===== src/htpi_pkg.sv =====
// Types and constants for the open-addressing hash table.
`default_nettype none

package htpi_pkg;

    // Field widths
    localparam int REQ_W    = 2;
    localparam int KEY_W    = 34;
    localparam int NAME_W   = 64;
    localparam int SLOT_W   = 4;
    localparam int STATUS_W = 2;

    // Request codes (code 3 decodes as a read)
    localparam logic [REQ_W-1:0] REQ_LINEAR = 2'd0;
    localparam logic [REQ_W-1:0] REQ_QUAD   = 2'd1;
    localparam logic [REQ_W-1:0] REQ_READ   = 2'd2;

    // Result status codes
    localparam logic [STATUS_W-1:0] ST_INSERTED = 2'd0;
    localparam logic [STATUS_W-1:0] ST_FULL     = 2'd1;
    localparam logic [STATUS_W-1:0] ST_READ     = 2'd2;

    // Key reduction: nibbles folded into the remainder, five per cycle
    localparam int DIGIT_W       = 4;
    localparam int DIGITS_PER_CY = 5;
    localparam int HASH_CY       = 2;
    localparam int HASH_W        = DIGIT_W * DIGITS_PER_CY * HASH_CY;
    localparam int HASH_STEP_W   = DIGIT_W * DIGITS_PER_CY;

    // Width that holds any read slot and the largest table size
    localparam int RS_EXT_W = 11;

    // Queue between front and back
    localparam int QUEUE_DEPTH = 2;
    localparam int QPTR_W      = 1;
    localparam int QCNT_W      = 2;

    // One classified request, as it travels from front to back
    typedef struct packed {
        logic                is_read;
        logic                quad;
        logic                in_range;
        logic [SLOT_W-1:0]   read_slot;
        logic [KEY_W-1:0]    key;
        logic [NAME_W-1:0]   name;
    } t_job;

endpackage

`default_nettype wire


===== src/hash_table_probe_insert.sv =====
// Top level of the open-addressing hash table with linear and quadratic probing.
//
//   channel   direction  handshake          payload
//   request   in         i_valid / o_ready  i_req_type, i_record_key, i_record_name, i_read_slot
//   result    out        o_valid / i_ready  o_status, o_slot, o_slot_valid, o_key_out, o_name_out
//
// Front end takes one request at a time (accept, key mod TABLE_SIZE at five nibbles
// a cycle, hand-off to the queue); a read skips the key reduction.
// Back end dispatches a job, then probes the occupancy map
// (up to TABLE_SIZE probes); a read goes through the registered memory port.
// Reset clears the occupancy map at once; the block is ready in the cycle after reset.
// A stalled result holds the back end; the two-entry queue keeps the front running until it fills.
`default_nettype none

module hash_table_probe_insert #(
    parameter int TABLE_SIZE = 16
) (
    input  wire logic                           i_clk,
    input  wire logic                           i_rst_n,
    input  wire logic                           i_valid,
    output logic                                o_ready,
    input  wire logic [htpi_pkg::REQ_W-1:0]     i_req_type,
    input  wire logic [htpi_pkg::KEY_W-1:0]     i_record_key,
    input  wire logic [htpi_pkg::NAME_W-1:0]    i_record_name,
    input  wire logic [htpi_pkg::SLOT_W-1:0]    i_read_slot,
    output logic                                o_valid,
    input  wire logic                           i_ready,
    output logic [htpi_pkg::STATUS_W-1:0]       o_status,
    output logic [htpi_pkg::SLOT_W-1:0]         o_slot,
    output logic                                o_slot_valid,
    output logic [htpi_pkg::KEY_W-1:0]          o_key_out,
    output logic [htpi_pkg::NAME_W-1:0]         o_name_out
);

    localparam int IW = (TABLE_SIZE > 1) ? $clog2(TABLE_SIZE) : 1;

    logic           w_push;
    logic           w_full;
    htpi_pkg::t_job w_fr_job;
    logic [IW-1:0]  w_fr_home;
    logic           w_q_valid;
    logic           w_pop;
    htpi_pkg::t_job w_q_job;
    logic [IW-1:0]  w_q_home;

    htpi_front #(
        .TABLE_SIZE (TABLE_SIZE),
        .IW         (IW)
    ) u_front (
        .i_clk         (i_clk),
        .i_rst_n       (i_rst_n),
        .i_valid       (i_valid),
        .o_ready       (o_ready),
        .i_req_type    (i_req_type),
        .i_record_key  (i_record_key),
        .i_record_name (i_record_name),
        .i_read_slot   (i_read_slot),
        .o_push        (w_push),
        .i_full        (w_full),
        .o_job         (w_fr_job),
        .o_home        (w_fr_home)
    );

    htpi_queue #(
        .IW (IW)
    ) u_queue (
        .i_clk   (i_clk),
        .i_rst_n (i_rst_n),
        .i_push  (w_push),
        .o_full  (w_full),
        .i_job   (w_fr_job),
        .i_home  (w_fr_home),
        .o_valid (w_q_valid),
        .i_pop   (w_pop),
        .o_job   (w_q_job),
        .o_home  (w_q_home)
    );

    htpi_back #(
        .TABLE_SIZE (TABLE_SIZE),
        .IW         (IW)
    ) u_back (
        .i_clk        (i_clk),
        .i_rst_n      (i_rst_n),
        .i_job_valid  (w_q_valid),
        .o_job_pop    (w_pop),
        .i_job        (w_q_job),
        .i_home       (w_q_home),
        .o_valid      (o_valid),
        .i_ready      (i_ready),
        .o_status     (o_status),
        .o_slot       (o_slot),
        .o_slot_valid (o_slot_valid),
        .o_key_out    (o_key_out),
        .o_name_out   (o_name_out)
    );

endmodule

`default_nettype wire


===== src/htpi_front.sv =====
// Front end: accepts requests, decodes them and reduces the key to its home slot.
`default_nettype none

module htpi_front #(
    parameter int TABLE_SIZE = 16,
    parameter int IW         = 4
) (
    input  wire logic                           i_clk,
    input  wire logic                           i_rst_n,
    input  wire logic                           i_valid,
    output logic                                o_ready,
    input  wire logic [htpi_pkg::REQ_W-1:0]     i_req_type,
    input  wire logic [htpi_pkg::KEY_W-1:0]     i_record_key,
    input  wire logic [htpi_pkg::NAME_W-1:0]    i_record_name,
    input  wire logic [htpi_pkg::SLOT_W-1:0]    i_read_slot,
    output logic                                o_push,
    input  wire logic                           i_full,
    output htpi_pkg::t_job                      o_job,
    output logic [IW-1:0]                       o_home
);

    localparam logic [1:0] F_IDLE = 2'd0;
    localparam logic [1:0] F_HASH = 2'd1;
    localparam logic [1:0] F_PUSH = 2'd2;

    localparam int VW   = IW + htpi_pkg::DIGIT_W;
    localparam int HW   = htpi_pkg::HASH_W;
    localparam int SW   = htpi_pkg::HASH_STEP_W;
    localparam int DW   = htpi_pkg::DIGIT_W;
    localparam int RW   = htpi_pkg::RS_EXT_W;
    localparam int CYW  = $clog2(htpi_pkg::HASH_CY);

    logic [1:0]          r_state;
    logic [CYW-1:0]      r_cyc;
    logic [HW-1:0]       r_sh;
    logic [IW-1:0]       r_rem;
    htpi_pkg::t_job      r_job;
    logic [IW-1:0]       r_home;
    logic [IW-1:0]       n_rem;
    logic [RW-1:0]       w_rs_ext;
    logic                w_accept;

    // One nibble into the remainder: (rem*16 + dig) mod TABLE_SIZE.
    // The value stays below 16*TABLE_SIZE, so one of fifteen constant multiples suffices.
    function automatic logic [IW-1:0] f_mod_digit(input logic [IW-1:0] rem,
                                                  input logic [DW-1:0] dig);
        logic [VW-1:0] v;
        logic [VW-1:0] res;
        v   = {rem, dig};
        res = v;
        for (int m = 1; m < (1 << DW); m++) begin
            if (v >= VW'(m * TABLE_SIZE)) begin
                res = v - VW'(m * TABLE_SIZE);
            end
        end
        return res[IW-1:0];
    endfunction

    assign o_ready  = (r_state == F_IDLE);
    assign w_accept = i_valid && o_ready;
    assign w_rs_ext = RW'(i_read_slot);

    // Five nibbles of the key per cycle, most significant first
    always_comb begin
        n_rem = r_rem;
        for (int d = 0; d < htpi_pkg::DIGITS_PER_CY; d++) begin
            n_rem = f_mod_digit(n_rem, r_sh[HW-1-d*DW -: DW]);
        end
    end

    // Control
    always_ff @(posedge i_clk) begin
        if (!i_rst_n) begin
            r_state <= F_IDLE;
            r_cyc   <= '0;
        end else begin
            case (r_state)
                F_IDLE: begin
                    r_cyc <= '0;
                    if (w_accept) begin
                        r_state <= (i_req_type >= htpi_pkg::REQ_READ) ? F_PUSH : F_HASH;
                    end
                end
                F_HASH: begin
                    r_cyc <= r_cyc + 1'b1;
                    if (r_cyc == CYW'(htpi_pkg::HASH_CY - 1)) begin
                        r_state <= F_PUSH;
                    end
                end
                F_PUSH: begin
                    if (!i_full) begin
                        r_state <= F_IDLE;
                    end
                end
                default: begin
                    r_state <= F_IDLE;
                end
            endcase
        end
    end

    // Payload capture and key reduction
    always_ff @(posedge i_clk) begin
        if (w_accept) begin
            r_job.is_read   <= (i_req_type >= htpi_pkg::REQ_READ);
            r_job.quad      <= (i_req_type == htpi_pkg::REQ_QUAD);
            r_job.in_range  <= (w_rs_ext < RW'(TABLE_SIZE));
            r_job.read_slot <= i_read_slot;
            r_job.key       <= i_record_key;
            r_job.name      <= i_record_name;
            r_home          <= w_rs_ext[IW-1:0];
            r_sh            <= HW'(i_record_key);
            r_rem           <= '0;
        end else if (r_state == F_HASH) begin
            r_sh  <= r_sh << SW;
            r_rem <= n_rem;
            if (r_cyc == CYW'(htpi_pkg::HASH_CY - 1)) begin
                r_home <= n_rem;
            end
        end
    end

    assign o_push = (r_state == F_PUSH);
    assign o_job  = r_job;
    assign o_home = r_home;

endmodule

`default_nettype wire


===== src/htpi_queue.sv =====
// Two-entry queue of classified requests between front and back.
`default_nettype none

module htpi_queue #(
    parameter int IW = 4
) (
    input  wire logic           i_clk,
    input  wire logic           i_rst_n,
    input  wire logic           i_push,
    output logic                o_full,
    input  wire htpi_pkg::t_job i_job,
    input  wire logic [IW-1:0]  i_home,
    output logic                o_valid,
    input  wire logic           i_pop,
    output htpi_pkg::t_job      o_job,
    output logic [IW-1:0]       o_home
);

    localparam int PW = htpi_pkg::QPTR_W;
    localparam int CW = htpi_pkg::QCNT_W;

    htpi_pkg::t_job r_job  [htpi_pkg::QUEUE_DEPTH];
    logic [IW-1:0]  r_home [htpi_pkg::QUEUE_DEPTH];
    logic [PW-1:0]  r_wp;
    logic [PW-1:0]  r_rp;
    logic [CW-1:0]  r_cnt;
    logic           w_wr;
    logic           w_rd;

    assign o_full  = (r_cnt == CW'(htpi_pkg::QUEUE_DEPTH));
    assign o_valid = (r_cnt != '0);
    assign w_wr    = i_push && !o_full;
    assign w_rd    = i_pop && o_valid;
    assign o_job   = r_job[r_rp];
    assign o_home  = r_home[r_rp];

    // Pointers and fill count
    always_ff @(posedge i_clk) begin
        if (!i_rst_n) begin
            r_wp  <= '0;
            r_rp  <= '0;
            r_cnt <= '0;
        end else begin
            if (w_wr) begin
                r_wp <= r_wp + 1'b1;
            end
            if (w_rd) begin
                r_rp <= r_rp + 1'b1;
            end
            case ({w_wr, w_rd})
                2'b10:   r_cnt <= r_cnt + 1'b1;
                2'b01:   r_cnt <= r_cnt - 1'b1;
                default: r_cnt <= r_cnt;
            endcase
        end
    end

    // Entry storage
    always_ff @(posedge i_clk) begin
        if (w_wr) begin
            r_job[r_wp]  <= i_job;
            r_home[r_wp] <= i_home;
        end
    end

endmodule

`default_nettype wire


===== src/htpi_back.sv =====
// Back end: probes the occupancy map, writes records, serves reads, holds the result.
`default_nettype none

module htpi_back #(
    parameter int TABLE_SIZE = 16,
    parameter int IW         = 4
) (
    input  wire logic                           i_clk,
    input  wire logic                           i_rst_n,
    input  wire logic                           i_job_valid,
    output logic                                o_job_pop,
    input  wire htpi_pkg::t_job                 i_job,
    input  wire logic [IW-1:0]                  i_home,
    output logic                                o_valid,
    input  wire logic                           i_ready,
    output logic [htpi_pkg::STATUS_W-1:0]       o_status,
    output logic [htpi_pkg::SLOT_W-1:0]         o_slot,
    output logic                                o_slot_valid,
    output logic [htpi_pkg::KEY_W-1:0]          o_key_out,
    output logic [htpi_pkg::NAME_W-1:0]         o_name_out
);

    localparam logic [1:0] B_IDLE  = 2'd0;
    localparam logic [1:0] B_PROBE = 2'd1;
    localparam logic [1:0] B_READ  = 2'd2;

    localparam int CW = IW + 1;
    localparam int SW = htpi_pkg::SLOT_W;
    localparam logic [CW-1:0] TS_C   = CW'(TABLE_SIZE);
    localparam logic [CW-1:0] LAST_C = CW'(TABLE_SIZE - 1);

    // Record storage
    logic [htpi_pkg::KEY_W-1:0]  key_mem  [TABLE_SIZE];
    logic [htpi_pkg::NAME_W-1:0] name_mem [TABLE_SIZE];
    logic [TABLE_SIZE-1:0]       r_occ;

    logic [1:0]                  r_state;
    htpi_pkg::t_job              r_job;
    logic [IW-1:0]               r_idx;
    logic [IW-1:0]               r_inc;
    logic [CW-1:0]               r_cnt;
    logic                        r_rd_occ;
    logic [htpi_pkg::KEY_W-1:0]  r_rd_key;
    logic [htpi_pkg::NAME_W-1:0] r_rd_name;

    logic                        r_o_valid;
    logic [htpi_pkg::STATUS_W-1:0] r_status;
    logic [SW-1:0]               r_slot;
    logic                        r_slot_valid;
    logic [htpi_pkg::KEY_W-1:0]  r_key;
    logic [htpi_pkg::NAME_W-1:0] r_name;

    logic                        w_room;
    logic                        w_free;
    logic                        w_last;
    logic                        w_wr;
    logic                        w_rd;
    logic                        w_done_probe;
    logic                        w_done_read;
    logic [CW-1:0]               w_idx_sum;
    logic [CW-1:0]               w_inc_sum;
    logic [IW-1:0]               n_idx;
    logic [IW-1:0]               n_inc;

    assign w_room       = !r_o_valid || i_ready;
    assign w_free       = !r_occ[r_idx];
    assign w_last       = (r_cnt == LAST_C);
    assign o_job_pop    = (r_state == B_IDLE) && i_job_valid;
    assign w_rd         = o_job_pop && i_job.is_read;
    assign w_wr         = (r_state == B_PROBE) && w_free && w_room;
    assign w_done_probe = (r_state == B_PROBE) && (w_free || w_last) && w_room;
    assign w_done_read  = (r_state == B_READ) && w_room;

    // Next probe: index advances by the step, step grows by two for quadratic
    always_comb begin
        w_idx_sum = {1'b0, r_idx} + {1'b0, r_inc};
        w_inc_sum = {1'b0, r_inc} + CW'(2);
        n_idx = (w_idx_sum >= TS_C) ? IW'(w_idx_sum - TS_C) : IW'(w_idx_sum);
        if (r_job.quad) begin
            n_inc = (w_inc_sum >= TS_C) ? IW'(w_inc_sum - TS_C) : IW'(w_inc_sum);
        end else begin
            n_inc = r_inc;
        end
    end

    // Sequencer
    always_ff @(posedge i_clk) begin
        if (!i_rst_n) begin
            r_state <= B_IDLE;
            r_occ   <= '0;
        end else begin
            if (w_wr) begin
                r_occ[r_idx] <= 1'b1;
            end
            case (r_state)
                B_IDLE: begin
                    if (o_job_pop) begin
                        r_state <= i_job.is_read ? B_READ : B_PROBE;
                    end
                end
                B_PROBE: begin
                    if (w_done_probe) begin
                        r_state <= B_IDLE;
                    end
                end
                B_READ: begin
                    if (w_done_read) begin
                        r_state <= B_IDLE;
                    end
                end
                default: begin
                    r_state <= B_IDLE;
                end
            endcase
        end
    end

    // Probe datapath
    always_ff @(posedge i_clk) begin
        if (o_job_pop) begin
            r_job    <= i_job;
            r_idx    <= i_home;
            r_inc    <= IW'(1);
            r_cnt    <= '0;
            r_rd_occ <= i_job.in_range && r_occ[i_home];
        end else if ((r_state == B_PROBE) && !w_free && !w_last) begin
            r_idx <= n_idx;
            r_inc <= n_inc;
            r_cnt <= r_cnt + 1'b1;
        end
    end

    // Record memory: one write port, one registered read port
    always_ff @(posedge i_clk) begin
        if (w_wr) begin
            key_mem[r_idx]  <= r_job.key;
            name_mem[r_idx] <= r_job.name;
        end
        if (w_rd) begin
            r_rd_key  <= key_mem[i_home];
            r_rd_name <= name_mem[i_home];
        end
    end

    // Result register
    always_ff @(posedge i_clk) begin
        if (!i_rst_n) begin
            r_o_valid <= 1'b0;
        end else if (w_done_probe || w_done_read) begin
            r_o_valid <= 1'b1;
        end else if (i_ready) begin
            r_o_valid <= 1'b0;
        end
    end

    always_ff @(posedge i_clk) begin
        if (w_done_probe) begin
            r_status     <= w_free ? htpi_pkg::ST_INSERTED : htpi_pkg::ST_FULL;
            r_slot       <= w_free ? SW'(r_idx) : '0;
            r_slot_valid <= 1'b0;
            r_key        <= '0;
            r_name       <= '0;
        end else if (w_done_read) begin
            r_status     <= htpi_pkg::ST_READ;
            r_slot       <= r_job.read_slot;
            r_slot_valid <= r_rd_occ;
            r_key        <= r_rd_occ ? r_rd_key : '0;
            r_name       <= r_rd_occ ? r_rd_name : '0;
        end
    end

    assign o_valid      = r_o_valid;
    assign o_status     = r_status;
    assign o_slot       = r_slot;
    assign o_slot_valid = r_slot_valid;
    assign o_key_out    = r_key;
    assign o_name_out   = r_name;

endmodule

`default_nettype wire


===== config.mk =====
export PLATFORM = sky130hd
export DESIGN_NAME = hash_table_probe_insert
export DESIGN_NICKNAME = d
export VERILOG_FILES = /design/src/htpi_pkg.sv /design/src/hash_table_probe_insert.sv /design/src/htpi_front.sv /design/src/htpi_queue.sv /design/src/htpi_back.sv
export SDC_FILE = /design/constraint.sdc
export NUM_CORES = 2
export LEC_CHECK = 0
export ABC_AREA = 0
export CORE_MARGIN = 5
export CORE_UTILIZATION = 30
export CTS_BUF_LIST = sky130_fd_sc_hd__clkbuf_8
export DETAILED_ROUTE_END_ITERATION = 7
export DONT_BUFFER_PORTS = 1
export GPL_ROUTABILITY_DRIVEN = 0
export GPL_TIMING_DRIVEN = 0
export PLACE_DENSITY = 0.42
export SYNTH_ARGS = -nofsm -noshare
export SYNTH_HDL_FRONTEND = slang
export SYNTH_HIERARCHICAL = 1
export SYNTH_SLANG_ARGS = --single-unit

===== constraint.sdc =====
create_clock -name i_clk -period 13.4 [get_ports i_clk]
set_input_delay 0.67 -clock i_clk [delete_from_list [all_inputs] [get_ports i_clk]]
set_output_delay 0.67 -clock i_clk [all_outputs]
set_load 0.03 [all_outputs]

==> key figures <==
STA
  – Max frequency: about 170 MHz
  – Hold Slack: 0.145 ns
  – Worst Tran Pin Value: approximately 1.4 ns
  – Slew Limit Headroom: 8.76%
  – Clk_skew: between 0.06 and 0.07 ns
  – Number of endpoints failing setup at the final stage: 0
  – Tmin final: slightly below 6 ns
  – Slew Viols, Final: 0
  – Final Hold Fails: 0
  – Final worst path period share: roughly 44%
  – RSZ-0062 raised after global routing: no
  – PnR worst setup slack: 7.50 ns

Floorplan
  – Initial core utilization: 30.1%
  – Rows: 192
  – Die W: roughly 530 µm
  – IO Count: 215
  – Chip Height: roughly 530 µm
  – Core ar.: between 200000 and 300000 µm²
  – Die ar.: roughly 280000 µm²

Final layout
  – Nets: ~4300
  – Share of cells above drive strength 1: between 30% and 40%
  – Post-Layout Cell Count: approximately 8100
  – Most common cell after layout, fill and taps aside: edfxtp_1
  – Most frequent cells in the layout: edfxtp_1, mux4_2, clkbuf_8
  – Layout area overhead: 19.1%

Logic synthesis
  – Mean Syn Cell Area: approximately 23 µm²
  – Seq/Total Area, Yosys: 80.6%
  – Yosys top cell area share: between 70% and 80%
  – Number of synthesized register bits: 2248
  – YS warnings: 6
  – Ys flop type: edfxtp_1
  – Post-synth EDFFs: 2114
  – Asr flop ratio synth: 0%
  – Cell Area, Synth: between 80000 and 90000 µm²
  – Syn Nets: between 3000 and 4000
  – Synth cell types: between 50 and 60
  – Leading area contributor after synthesis: edfxtp_1
  – Area contributors post-synth: edfxtp_1, mux4_2, dfxtp_1
  – Syn Inst Count: roughly 3500

Critical path
  – CP max FO: 10
  – Critical path startpoint category: flip-flop
  – Critical path required time: between 10 and 15 ns
  – Kind of critical path: reg2reg
  – CP endpoint kind: flip-flop
  – CP arrival: between 6 and 7 ns

Drt
  – Number of remaining DRC errors: 0
  – Via-per-instance ratio: around 4.7
  – 1st-pass router iterations: 5
  – Via total after detailed routing: 38333
  – Iteration-0 DRC Markers: roughly 3300
  – Avg WL per Cell: roughly 28 µm
  – Routed WL: 229000 µm
  – Post-route ant nets: 0

Min path
  – HP Class: in2reg
  – Hold Crit Start: i_valid

Place
  – DP Wirelength: ~140000 µm
  – Post-Place Setup Slack: between 7 and 8 ns
  – DP Cell Count: around 7300
  – IO Port Bufs: 0

Run
  – Max-Cap Viols: 0

Clocking
  – CTS tree: built
  – Clock Root Buffer: clkbuf_8
  – Skew-Pair Late Insertion Delay: just under 1 ns
  – Num CTS Buffers: 388
  – CTS sink count: around 2200
  – Number of H-tree levels: 5
  – CTS Buffer Depth: 4
  – Clock transition at path regs: around 0.06 ns

Power
  – Final Power: between 0.015 and 0.02 W
  – Max IR drop VDD: approximately 0.076 mV
  – Pwr Density: between 150 and 200 nW/µm²
  – Leakage: between 30 and 40 nW

Global route
  – GRT Overall Usage: approximately 16%
  – Vias in the first global route: just over 40000
  – Pin count of the biggest net entering global routing: slightly above 70
  – Global-route wire length before repair: 319000 µm
  – Initial antenna violation count: 18
  – GRT overflow: 0

Run status
  – Outcome: finished clean
-- routing by layer --
| layer | share of wire (%) | global-route usage [%] | routed length, µm |
|---|---|---|---|
| met5 | 0 | 0 | 0 |
| met4 | 1.9 | 3.52 | 4450 |
| met3 | 5.9 | 3.58 | 13400 |
| met2 | 47 | 25.2 | 107000 |
| met1 | 45 | 22.3 | 104000 |
-- cells by family (layout without fill, tap and decap cells) --
family	after synthesis	count (layout)	synth area share [%]
flip-flops	2248	2248	80.6
multiplexers	624	624	15.5
other	1	6	0.00457
AO/OA/AOI/OAI	148	148	1.02
buffers and inverters	191	1162	1.04
AND/OR/NAND/NOR	288	288	1.65
XOR/XNOR	6	6	0.0640
adder cells (fa/ha/maj)	7	7	0.116
-- state kept, by name, indices dropped and copies added (netlist names), 3 cells and up, named ones only --
register / cells
u_back/r_idx: 4
u_queue/r_job: 210
u_front/r_sh: 8
u_back/key_mem: 544
u_front/o_job: 104
u_back/name_mem: 1024
u_queue/r_home: 8
u_back/r_inc: 3
u_back/o_name_out: 64
u_back/o_slot: 4
u_back/r_occ: 16
u_back/r_cnt: 5
u_back/o_key_out: 34
u_back/r_rd_key: 34
u_back/r_job: 103
u_front/o_home: 4
u_back/r_rd_name: 64
-- cells in the mapped netlist, types with 6 or more instances --
master / count
mux2_2: 113
nor2_1: 127
a21oi_1: 108
buf_2: 45
mux4_2: 499
nand2_1: 10
inv_1: 11
nand2b_1: 8
dfxtp_1: 134
buf_4: 15
nor3_1: 108
ha_1: 6
buf_1: 11
clkbuf_1: 103
edfxtp_1: 2114
o21a_1: 18
-- worst max-delay path, stage by stage (launching register included) --
cell	delay [ns]
dfxtp_1	0.30
buf_2	0.77
buf_2	0.50
mux2_2	0.23
clkbuf_1	0.90
clkbuf_1	1.07
clkbuf_1	0.83
mux4_2	0.43
mux4_2	0.54
-- metrics by stage --
stage                     TNS (ns)  cell area, µm²  utilization (%)
final                            0           97700             35.8
after global routing             0           97700             35.8
after floorplan                  0           82000                -
after CTS                        0           97700             35.8
after global placement    -3574.77           86500             31.7
after detailed placement         0           89500             32.8
-- worst paths after layout --
check	end	slack, ns	cells after the start
setup / recovery	u_back/r_rd_key[32]	7.50	8
hold reg to reg	u_queue/r_job[1][56]	0.42	0
hold / removal	u_front/r_sh[22]	0.15	2
setup reg to reg	u_back/r_rd_key[32]	7.50	8
-- report_power, final --
| part | switching (W) | total [W] | internal, W |
|---|---|---|---|
| Clock | 0.00280 | 0.00574 | 0.00295 |
| Combinational | 0.000428 | 0.000753 | 0.000324 |
| Sequential | 0.000577 | 0.00858 | 0.00800 |
-- timing repair --
action | 4_1_cts | 5_1_grt
hold buffers | 108 | 0
setup buffers | 0 | 0
hold endpoints to repair | 126 | 0
setup endpoints to repair | 0 | 0
resized for setup | 0 | 0
-- cell type report --
type | count | area [µm²]
Timing Repair Buffer | 267 | 3900
Clock inverter | 274 | 1200
Buffer | 177 | 808
Inverter | 14 | 67.6
Sequential cell | 2248 | 66200
Antenna cell | 5 | 12.5
Tap cell | 3589 | 4490
Clock buffer | 430 | 5920
Fill cell | 25256 | 175000
Multi-Input combinational cell | 1074 | 15200
Power figures use the tool's default switching activity.
